===== config.mk =====
export PLATFORM = sky130hd
export DESIGN_NAME = radix_digit_string_converter
export DESIGN_NICKNAME = d
export VERILOG_FILES = /design/src/hdl/rdsc_pkg.sv /design/src/hdl/rdsc_front.sv /design/src/hdl/rdsc_divarray.sv /design/src/hdl/rdsc_back.sv /design/src/hdl/radix_digit_string_converter.sv
export SDC_FILE = /design/constraint.sdc
export NUM_CORES = 2
export LEC_CHECK = 0
export ABC_AREA = 0
export ABC_CLOCK_PERIOD_IN_PS = 4640
export BUFFER_PORTS_ARGS = -buffer_cell sky130_fd_sc_hd__buf_2
export CORE_AREA = 2 2 291 293
export DETAILED_ROUTE_END_ITERATION = 10
export DIE_AREA = 0 0 293 295
export PLACE_DENSITY = 0.74
export SYNTH_ARGS = -nofsm -noshare
export SYNTH_HDL_FRONTEND = slang
export SYNTH_HIERARCHICAL = 1
export SYNTH_SLANG_ARGS = --single-unit

===== constraint.sdc =====
create_clock -name i_clk -period 4.64 [get_ports i_clk]
set_clock_uncertainty 0.1 [all_clocks]
set_input_delay 0.696 -clock i_clk [delete_from_list [all_inputs] [get_ports i_clk]]
set_output_delay 0.696 -clock i_clk [all_outputs]
set_load 0.02 [all_outputs]

===== src/hdl/rdsc_pkg.sv =====
package rdsc_pkg;

    localparam int VALUE_W = 32;
    localparam int RADIX_W = 5;
    localparam int DIGIT_W = 4;
    localparam int CHAR_W  = 7;
    // Wide enough for a slot ring of up to eight slots, that is DIGITS up to 111.
    localparam int TAG_W   = 3;

    localparam logic [RADIX_W-1:0] RADIX_MIN   = 5'd2;
    localparam logic [RADIX_W-1:0] RADIX_MAX   = 5'd16;
    localparam logic [RADIX_W-1:0] RADIX_RESET = 5'd2;
    localparam logic [CHAR_W-1:0]  CHAR_ZERO   = 7'h30;
    localparam logic [CHAR_W-1:0]  CHAR_A      = 7'h61;

    // Register index, taken from paddr[2].
    localparam logic REG_RADIX = 1'b0;

    // One bit of the value on its way into the divider array.
    typedef struct packed {
        logic             valid;
        logic             dbit;
        logic             first;
        logic             last;
        logic [TAG_W-1:0] tag;
    } t_beat;

    // A finished digit from one divider cell.
    typedef struct packed {
        logic               en;
        logic [TAG_W-1:0]   tag;
        logic [DIGIT_W-1:0] digit;
    } t_dig_wr;

    function automatic logic [RADIX_W-1:0] clamp_radix(input logic [RADIX_W-1:0] v);
        logic [RADIX_W-1:0] r;
        if (v < RADIX_MIN) begin
            r = RADIX_MIN;
        end else if (v > RADIX_MAX) begin
            r = RADIX_MAX;
        end else begin
            r = v;
        end
        return r;
    endfunction

    function automatic logic [CHAR_W-1:0] glyph(input logic [DIGIT_W-1:0] d);
        logic [CHAR_W-1:0] c;
        if (d < 4'd10) begin
            c = CHAR_ZERO + CHAR_W'(d);
        end else begin
            c = CHAR_A + CHAR_W'(d - 4'd10);
        end
        return c;
    endfunction

endpackage


===== src/hdl/rdsc_front.sv =====
module rdsc_front
    import rdsc_pkg::*;
(
    input  logic               i_clk,
    input  logic               i_rst_n,
    input  logic               i_valid,
    output logic               o_ready,
    input  logic [VALUE_W-1:0] i_value,
    input  logic               i_slot_free,
    input  logic [TAG_W-1:0]   i_tag,
    output logic               o_alloc,
    output t_beat              o_beat
);

    localparam int CNT_W = $clog2(VALUE_W + 1);

    logic [VALUE_W-1:0] r_sh, n_sh;
    logic [CNT_W-1:0]   r_cnt, n_cnt;
    logic [TAG_W-1:0]   r_tag, n_tag;

    // A new value may load while the final bit of the previous one goes out.
    assign o_ready = (r_cnt <= CNT_W'(1)) && i_slot_free;
    assign o_alloc = i_valid && o_ready;

    always_comb begin
        o_beat.valid = (r_cnt != '0);
        o_beat.dbit  = r_sh[VALUE_W-1];
        o_beat.first = (r_cnt == CNT_W'(VALUE_W));
        o_beat.last  = (r_cnt == CNT_W'(1));
        o_beat.tag   = r_tag;
    end

    always_comb begin
        n_sh  = r_sh;
        n_cnt = r_cnt;
        n_tag = r_tag;
        if (o_alloc) begin
            n_sh  = i_value;
            n_cnt = CNT_W'(VALUE_W);
            n_tag = i_tag;
        end else if (r_cnt != '0) begin
            n_sh  = {r_sh[VALUE_W-2:0], 1'b0};
            n_cnt = r_cnt - CNT_W'(1);
        end
    end

    always_ff @(posedge i_clk) begin
        if (!i_rst_n) begin
            r_cnt <= '0;
        end else begin
            r_cnt <= n_cnt;
        end
        r_sh  <= n_sh;
        r_tag <= n_tag;
    end

endmodule


===== src/hdl/rdsc_divarray.sv =====
module rdsc_divarray
    import rdsc_pkg::*;
#(
    parameter int DIGITS = 32
) (
    input  logic               i_clk,
    input  logic               i_rst_n,
    input  logic [RADIX_W-1:0] i_radix,
    input  t_beat              i_beat,
    output t_dig_wr            o_wr [DIGITS]
);

    // Cell g divides the quotient bit stream of cell g-1 by the radix, one
    // bit per cycle, MSB first; its remainder after the last bit is digit g.
    t_beat r_beat [DIGITS-1];

    for (genvar g = 0; g < DIGITS; g++) begin : g_cell
        t_beat              w_in;
        logic [DIGIT_W-1:0] r_rem;
        logic [RADIX_W-1:0] w_t;
        logic [RADIX_W-1:0] w_r;
        logic               w_ge;

        if (g == 0) begin : g_head
            assign w_in = i_beat;
        end else begin : g_link
            assign w_in = r_beat[g-1];
        end

        always_comb begin
            w_t  = {(w_in.first ? {DIGIT_W{1'b0}} : r_rem), w_in.dbit};
            w_ge = (w_t >= i_radix);
            w_r  = w_ge ? (w_t - i_radix) : w_t;
        end

        always_ff @(posedge i_clk) begin
            if (w_in.valid) begin
                r_rem <= w_r[DIGIT_W-1:0];
            end
        end

        assign o_wr[g] = '{en: w_in.valid && w_in.last, tag: w_in.tag,
                           digit: w_r[DIGIT_W-1:0]};

        if (g < DIGITS - 1) begin : g_fwd
            always_ff @(posedge i_clk) begin
                if (!i_rst_n) begin
                    r_beat[g] <= '0;
                end else begin
                    r_beat[g] <= '{valid: w_in.valid, dbit: w_ge, first: w_in.first,
                                   last: w_in.last, tag: w_in.tag};
                end
            end
        end
    end

endmodule


===== src/hdl/rdsc_back.sv =====
module rdsc_back
    import rdsc_pkg::*;
#(
    parameter int DIGITS = 32,
    parameter int NSLOT  = 4
) (
    input  logic              i_clk,
    input  logic              i_rst_n,
    input  logic              i_alloc,
    output logic              o_slot_free,
    output logic [TAG_W-1:0]  o_tag,
    input  t_dig_wr           i_wr [DIGITS],
    output logic              o_valid,
    input  logic              i_ready,
    output logic [CHAR_W-1:0] o_char,
    output logic              o_last
);

    localparam int SLOT_W = $clog2(NSLOT);
    localparam int USED_W = $clog2(NSLOT + 1);
    localparam int ECNT_W = $clog2(DIGITS);

    // Each slot is a shift line of digits, most significant at the top.
    logic [DIGIT_W-1:0] r_slot [NSLOT][DIGITS];
    logic [NSLOT-1:0]   r_full, n_full;
    logic [SLOT_W-1:0]  r_wslot, n_wslot;
    logic [SLOT_W-1:0]  r_rslot, n_rslot;
    logic [USED_W-1:0]  r_used, n_used;
    logic [ECNT_W-1:0]  r_ecnt, n_ecnt;
    logic               w_pop;
    logic               w_done;
    logic [SLOT_W-1:0]  w_dtag;

    assign o_slot_free = (r_used != USED_W'(NSLOT));
    assign o_tag       = TAG_W'(r_wslot);
    assign o_valid     = r_full[r_rslot];
    assign o_char      = glyph(r_slot[r_rslot][DIGITS-1]);
    assign o_last      = (r_ecnt == ECNT_W'(DIGITS - 1));
    assign w_pop       = o_valid && i_ready;
    assign w_done      = w_pop && o_last;
    assign w_dtag      = i_wr[DIGITS-1].tag[SLOT_W-1:0];

    always_comb begin
        n_full  = r_full;
        n_wslot = r_wslot;
        n_rslot = r_rslot;
        n_used  = r_used;
        n_ecnt  = r_ecnt;
        if (i_wr[DIGITS-1].en) begin
            n_full[w_dtag] = 1'b1;
        end
        if (w_pop) begin
            n_ecnt = r_ecnt + ECNT_W'(1);
        end
        if (w_done) begin
            n_full[r_rslot] = 1'b0;
            n_ecnt          = '0;
            n_rslot = (r_rslot == SLOT_W'(NSLOT - 1)) ? '0 : r_rslot + SLOT_W'(1);
        end
        if (i_alloc) begin
            n_wslot = (r_wslot == SLOT_W'(NSLOT - 1)) ? '0 : r_wslot + SLOT_W'(1);
        end
        n_used = r_used + USED_W'(i_alloc) - USED_W'(w_done);
    end

    always_ff @(posedge i_clk) begin
        if (!i_rst_n) begin
            r_full  <= '0;
            r_wslot <= '0;
            r_rslot <= '0;
            r_used  <= '0;
            r_ecnt  <= '0;
        end else begin
            r_full  <= n_full;
            r_wslot <= n_wslot;
            r_rslot <= n_rslot;
            r_used  <= n_used;
            r_ecnt  <= n_ecnt;
        end
    end

    always_ff @(posedge i_clk) begin
        for (int s = 0; s < NSLOT; s++) begin
            for (int j = 0; j < DIGITS; j++) begin
                if (w_pop && (r_rslot == SLOT_W'(s)) && (j > 0)) begin
                    r_slot[s][j] <= r_slot[s][j-1];
                end else if (i_wr[j].en && (i_wr[j].tag[SLOT_W-1:0] == SLOT_W'(s))) begin
                    r_slot[s][j] <= i_wr[j].digit;
                end
            end
        end
    end

    a_used_bound: assert property (@(posedge i_clk) disable iff (!i_rst_n)
        r_used <= USED_W'(NSLOT))
        else $error("slot count exceeds the ring size");

    a_fill_free_slot: assert property (@(posedge i_clk) disable iff (!i_rst_n)
        i_wr[DIGITS-1].en |-> !r_full[w_dtag])
        else $error("digits completed into a slot that is still full");

    a_valid_reserved: assert property (@(posedge i_clk) disable iff (!i_rst_n)
        o_valid |-> (r_used != '0))
        else $error("output valid with no reserved slot");

    a_ring_advance: assert property (@(posedge i_clk) disable iff (!i_rst_n)
        w_done |=> (r_rslot != $past(r_rslot)) && (r_ecnt == '0))
        else $error("read slot did not advance after the last beat");

endmodule


===== src/hdl/radix_digit_string_converter.sv =====
// Converts each 32-bit unsigned input beat into DIGITS lower-case ASCII digit
// beats in the base held in the radix register (2 to 16, clamped on write),
// most significant digit first, zero padded, with tlast on the final beat. The
// value enters a chain of DIGITS divider cells one bit per cycle, and a new
// input beat is taken no earlier than while the final bit of the previous one
// goes out, and only when a slot is free. The finished digits wait in a ring
// of DIGITS/16 + 2 slots; each item sends DIGITS output beats.
module radix_digit_string_converter
    import rdsc_pkg::*;
#(
    parameter int DIGITS = 32
) (
    input  logic        i_clk,
    input  logic        i_rst_n,
    input  logic        s_axis_tvalid,
    output logic        s_axis_tready,
    input  logic [31:0] s_axis_tdata,   // [31:0] value
    output logic        m_axis_tvalid,
    input  logic        m_axis_tready,
    output logic [7:0]  m_axis_tdata,   // [6:0] digit_char, [7] zero
    output logic        m_axis_tlast,
    input  logic        psel,
    input  logic        penable,
    input  logic        pwrite,
    input  logic [2:0]  paddr,
    input  logic [31:0] pwdata,
    output logic [31:0] prdata,
    output logic        pready
);

    localparam int NSLOT = DIGITS / 16 + 2;

    logic [RADIX_W-1:0] r_radix;
    logic               w_slot_free;
    logic [TAG_W-1:0]   w_tag;
    logic               w_alloc;
    t_beat              w_beat;
    t_dig_wr            w_wr [DIGITS];
    logic [CHAR_W-1:0]  w_char;

    assign pready = 1'b1;
    assign prdata = {{(32 - RADIX_W){1'b0}}, r_radix};

    always_ff @(posedge i_clk) begin
        if (!i_rst_n) begin
            r_radix <= RADIX_RESET;
        end else if (psel && penable && pwrite && pready && (paddr[2] == REG_RADIX)) begin
            r_radix <= clamp_radix(pwdata[RADIX_W-1:0]);
        end
    end

    rdsc_front u_front (
        .i_clk       (i_clk),
        .i_rst_n     (i_rst_n),
        .i_valid     (s_axis_tvalid),
        .o_ready     (s_axis_tready),
        .i_value     (s_axis_tdata),
        .i_slot_free (w_slot_free),
        .i_tag       (w_tag),
        .o_alloc     (w_alloc),
        .o_beat      (w_beat)
    );

    rdsc_divarray #(
        .DIGITS (DIGITS)
    ) u_divarray (
        .i_clk   (i_clk),
        .i_rst_n (i_rst_n),
        .i_radix (r_radix),
        .i_beat  (w_beat),
        .o_wr    (w_wr)
    );

    rdsc_back #(
        .DIGITS (DIGITS),
        .NSLOT  (NSLOT)
    ) u_back (
        .i_clk       (i_clk),
        .i_rst_n     (i_rst_n),
        .i_alloc     (w_alloc),
        .o_slot_free (w_slot_free),
        .o_tag       (w_tag),
        .i_wr        (w_wr),
        .o_valid     (m_axis_tvalid),
        .i_ready     (m_axis_tready),
        .o_char      (w_char),
        .o_last      (m_axis_tlast)
    );

    assign m_axis_tdata = {1'b0, w_char};

endmodule


# Yosys cells after proc, flatten, opt, wreduce, memory -nomap -nowiden
# Memories as Yosys holds them, arrays and structs flattened. A register that Yosys moved wholly into a read port is not among the register bits.
# Index checks and enable logic that the tools add are counted.
[classes]
n_bitwise = 160
n_addsub = 41
n_eq_ne = 104
muxes = 628
n_reduce_logical = 210
n_lt_le_gt_ge = 40
[op_table]
columns = ["op", "count"]
rows = [
  ["$mux W4", 190],
  ["$mux W1", 393],
  ["$mux W7", 32],
  ["$logic_and A1 B1 Y1", 173],
  ["$ge A5 B5 Y1", 32],
  ["$or A1 B1 Y1", 155],
  ["$eq A2 B2 Y1 const B", 67],
  ["$sub A4 B4 Y4", 32],
  ["$eq A2 B1 Y1 const B", 33],
  ["$logic_not A2 Y1", 33],
  ["$mux W32", 2],
  ["$mux W6", 2],
  ["$mux W5", 2],
  ["$mux W2", 4],
  ["$add A6 B4 Y7 const A", 1],
  ["$add A7 B7 Y7 const A", 1],
  ["$eq A6 B1 Y1 const B", 1],
  ["$eq A6 B6 Y1 const B", 1],
  ["$le A6 B1 Y1 const B", 1],
  ["$lt A2 B3 Y1 const B", 2],
  ["$reduce_bool A6 Y1", 1],
  ["$sub A6 B1 Y6 const B", 1],
  ["$add A5 B1 Y5 const B", 1],
  ["$eq A5 B5 Y1 const B", 1],
  ["other kinds (17)", 22],
]
[word_totals]
wordCells = 1227
memories = 2
ff_bits = 189
ram_bits = 729
input_bits = 74
output_inout_bits = 44
[mem_list]
columns = ["name", "words", "width", "read_ports", "rd_clocked_by_memory_dff", "write_ports", "line_no", "text"]
rows = [
  ["u_back.r_slot", 4, 128, 5, 1, 4, "rdsc_back.sv:24", "logic [DIGIT_W-1:0] r_slot [NSLOT][DIGITS];"],
  ["u_divarray.r_beat", 31, 7, 31, 0, 31, "rdsc_divarray.sv:15", "t_beat r_beat [DIGITS-1];"],
]

# Longest topological paths before layout
# An unclocked memory read counts as a cell.
[depth]
depth_word = 9
mapped_depth = 12
mapped_depth_nobuf = 11

# Cells and area by module
# The synthesis kept the hierarchy.
[modules_own_cells]
columns = ["module", "n_inst", "area_each_um2", "seq_area_each_um2", "cells_per_inst"]
rows = [
  ["rdsc_back", 1, 25605.8, 15735.1, 1556],
  ["rdsc_divarray", 1, 19239.7, 8187.9, 1693],
  ["rdsc_front", 1, 1825.5, 1171.1, 114],
  ["radix_digit_string_converter", 1, 454.2, 100.1, 53],
]

# Worst setup path after synthesis
# OpenSTA, ideal clock, no wires.
[synth_path]
kind = "register to register"
from = "register r_radix[1]"
to = "memory u_back/r_slot[1][122] (netlist bit), data pin"
required_time_ps = 4278
path_buffers = 0
period_less_slack_ps = 5005
slack_ps = -365
stages_incl_launch_ff = 7
t_arrival_ps = 4643
setup_ps = 262
cell_sequence = "dfxtp_1 > inv_1 > ha_1 > a211o_1 > a31oi_4 > mux2_2 > mux2_1"
[synth_rtl]
columns = ["item", "line_no", "text"]
rows = [
  ["start: declaration", "radix_digit_string_converter.sv:33", "logic [RADIX_W-1:0] r_radix;"],
  ["start signal: assignment", "radix_digit_string_converter.sv:48", "r_radix <= clamp_radix(pwdata[RADIX_W-1:0]);"],
  ["end: declaration", "rdsc_back.sv:24", ""],
]

==> impl_metrics.env <==
export IMPL_critPathKind="flip-flop to primary output"
export IMPL_ios=118
export IMPL_outcome="complete, no violations"
export IMPL_core_um2=83200
export IMPL_avgRoutedWirePerCell_um=20.9
export IMPL_final_cell_mix="674 x edfxtp_1, 495 x mux2_2, 213 x dfxtp_1"
export IMPL_num_vias=26100
export IMPL_fin_crit_ps=3790
export IMPL_grtUsageTotal_pct=21.8
export IMPL_nets=3631
export IMPL_leakage_nw=18.1
export IMPL_cts_tree="yes"
export IMPL_drive_gt1_share_pct=28.0
export IMPL_final_util_pct=60.0
export IMPL_syn_area_per_cell_um2=13.9
export IMPL_synth_warnings=6
export IMPL_clock_sinks=889
export IMPL_syn_inst=3319
export IMPL_dieArea_um2=86400
export IMPL_viasPerCell=5.78
export IMPL_grt_pass1_wl_mm=148
export IMPL_root_buffer="clkbuf_16"
export IMPL_antenna_found_initial=1
export IMPL_portBuffers=59
export IMPL_rsz0062_at_grt="no"
export IMPL_final_cell_area_um2=49900
export IMPL_grt_max_degree=72
export IMPL_drt_pass1_iterations=7
export IMPL_area_growth_pct=8.43
export IMPL_top_layer_used="met4"
export IMPL_syn_area_um2=46000
export IMPL_globalplace_congestion=0.821
export IMPL_overflow=0
export IMPL_max_cap_violations=0
export IMPL_clk_pin_slew_worst_paths_ps=60
export IMPL_drc=0
export IMPL_grt_pass1_vias=27400
export IMPL_seq_area_um2=24500
export IMPL_cts_path_max_buffers=3
export IMPL_final_common_cell="edfxtp_1"
export IMPL_cts_max_level=3
export IMPL_slew_headroom_pct=27.0
export IMPL_cts_setup_buffers=0
export IMPL_peakVddDrop_mv=0.425
export IMPL_multi_input_area_um2=20100
export IMPL_post_route_period_util_pct=81.7
export IMPL_drt_met1_wl_mm=39.5
export IMPL_met3_length_mm=4.54
export IMPL_hp_class="input pin to flip-flop"
export IMPL_wirelength_mm=94.0
export IMPL_start_kind="flip-flop"
export IMPL_rows=106
export IMPL_dp_cells=4336
export IMPL_dieWidth_um=293
export IMPL_wl_met2_mm=47.7
export IMPL_numCtsBuffers=92
export IMPL_fp_dieH_um=295
export IMPL_fmax_mhz=264
export IMPL_nFillCells=6183
export IMPL_hold_buffers=0
export IMPL_cts_resized_gates=0
export IMPL_finalHoldViolCount=0
export IMPL_tightest_slew_ps=1100
export IMPL_whs_ps=216
export IMPL_initial_core_util_pct=55.4
export IMPL_stdcell_count=4509
export IMPL_cp_max_fo=4
export IMPL_required_ps=3840
export IMPL_arrival_ps=2990
export IMPL_dp_hpwl_mm=65.9
export IMPL_setup_tns_ps=0
export IMPL_diodes=0
export IMPL_cellPowerDensity_nw_per_um2=369
export IMPL_drt_iter0_drc=1679
export IMPL_setup_viol=0
export IMPL_placed_area_um2=46900
export IMPL_drv_slew=0
export IMPL_final_antenna_net_count=0
export IMPL_end_kind="primary output"
export IMPL_clkLatencyLatePin_ps=650
-- per-layer routing --
layer	vias up	global-route usage, %
li1	12300	-
met1	13000	27.3
met2	639	39.0
met3	139	2.92
met4	0	7.07
met5	-	0
-- final cells by class --
cell class | instances | share of cell area (%)
sequential | 889 | 49.2
multi-input combinational | 2203 | 40.3
clock buffer | 142 | 5.37
tap | 1080 | 2.71
timing repair buffer | 83 | 1.07
clock inverter | 31 | 0.730
inverter | 81 | 0.609
-- registers in the layout, summed over array words and instances (netlist names), named ones only --
register	cells
u_divarray/r_beat	186
u_front/r_cnt	6
u_back/r_slot	512
u_front/r_tag	2
u_back/r_used	3
u_divarray/g_cell.r_rem	128
r_radix	5
u_back/r_ecnt	5
u_front/r_sh	32
u_back/r_wslot	2
u_back/r_rslot	2
u_back/r_full	4
-- critical path: stages, from the launching register on --
cell	delay [ps]
dfxtp_1	480
mux4_2	550
inv_1	110
ha_1	230
inv_1	60
ha_1	320
nand2_1	80
o21ai_0	70
mux2_2	280
buf_2	160
-- final timing paths --
check	startpoint	endpoint	slack, ps	cells past startpoint
worst max-delay path	flip-flop	m_axis_tdata[4]	850	9
worst min-delay path	pwdata[0]	r_radix[0]$_SDFFE_PN0P_	220	3
worst max register to register	r_radix[1]$_SDFFE_PN1P_	u_back/r_slot[0][102]$_DFFE_PP_	1190	7
worst min register to register	u_divarray/r_beat[1][52]$_SDFF_PN0_	u_divarray/r_beat[2][3]$_SDFF_PN0_	340	1
-- through the flow --
stage	worst slack, ps	power (mW)
CTS	808	18.5
detailed placement	1160	11.2
finish	851	18.4
floorplan	715	10.7
global placement	1260	11.1
global route	663	19.1
-- report_power, final --
part           internal, mW  switching, mW  leakage [nW]
clock network          4.37           2.97          1.48
registers              8.99          0.137          7.86
logic                 0.758           1.17          8.75
total                  14.1           4.27          18.1
(Power assumes the default switching activity.)
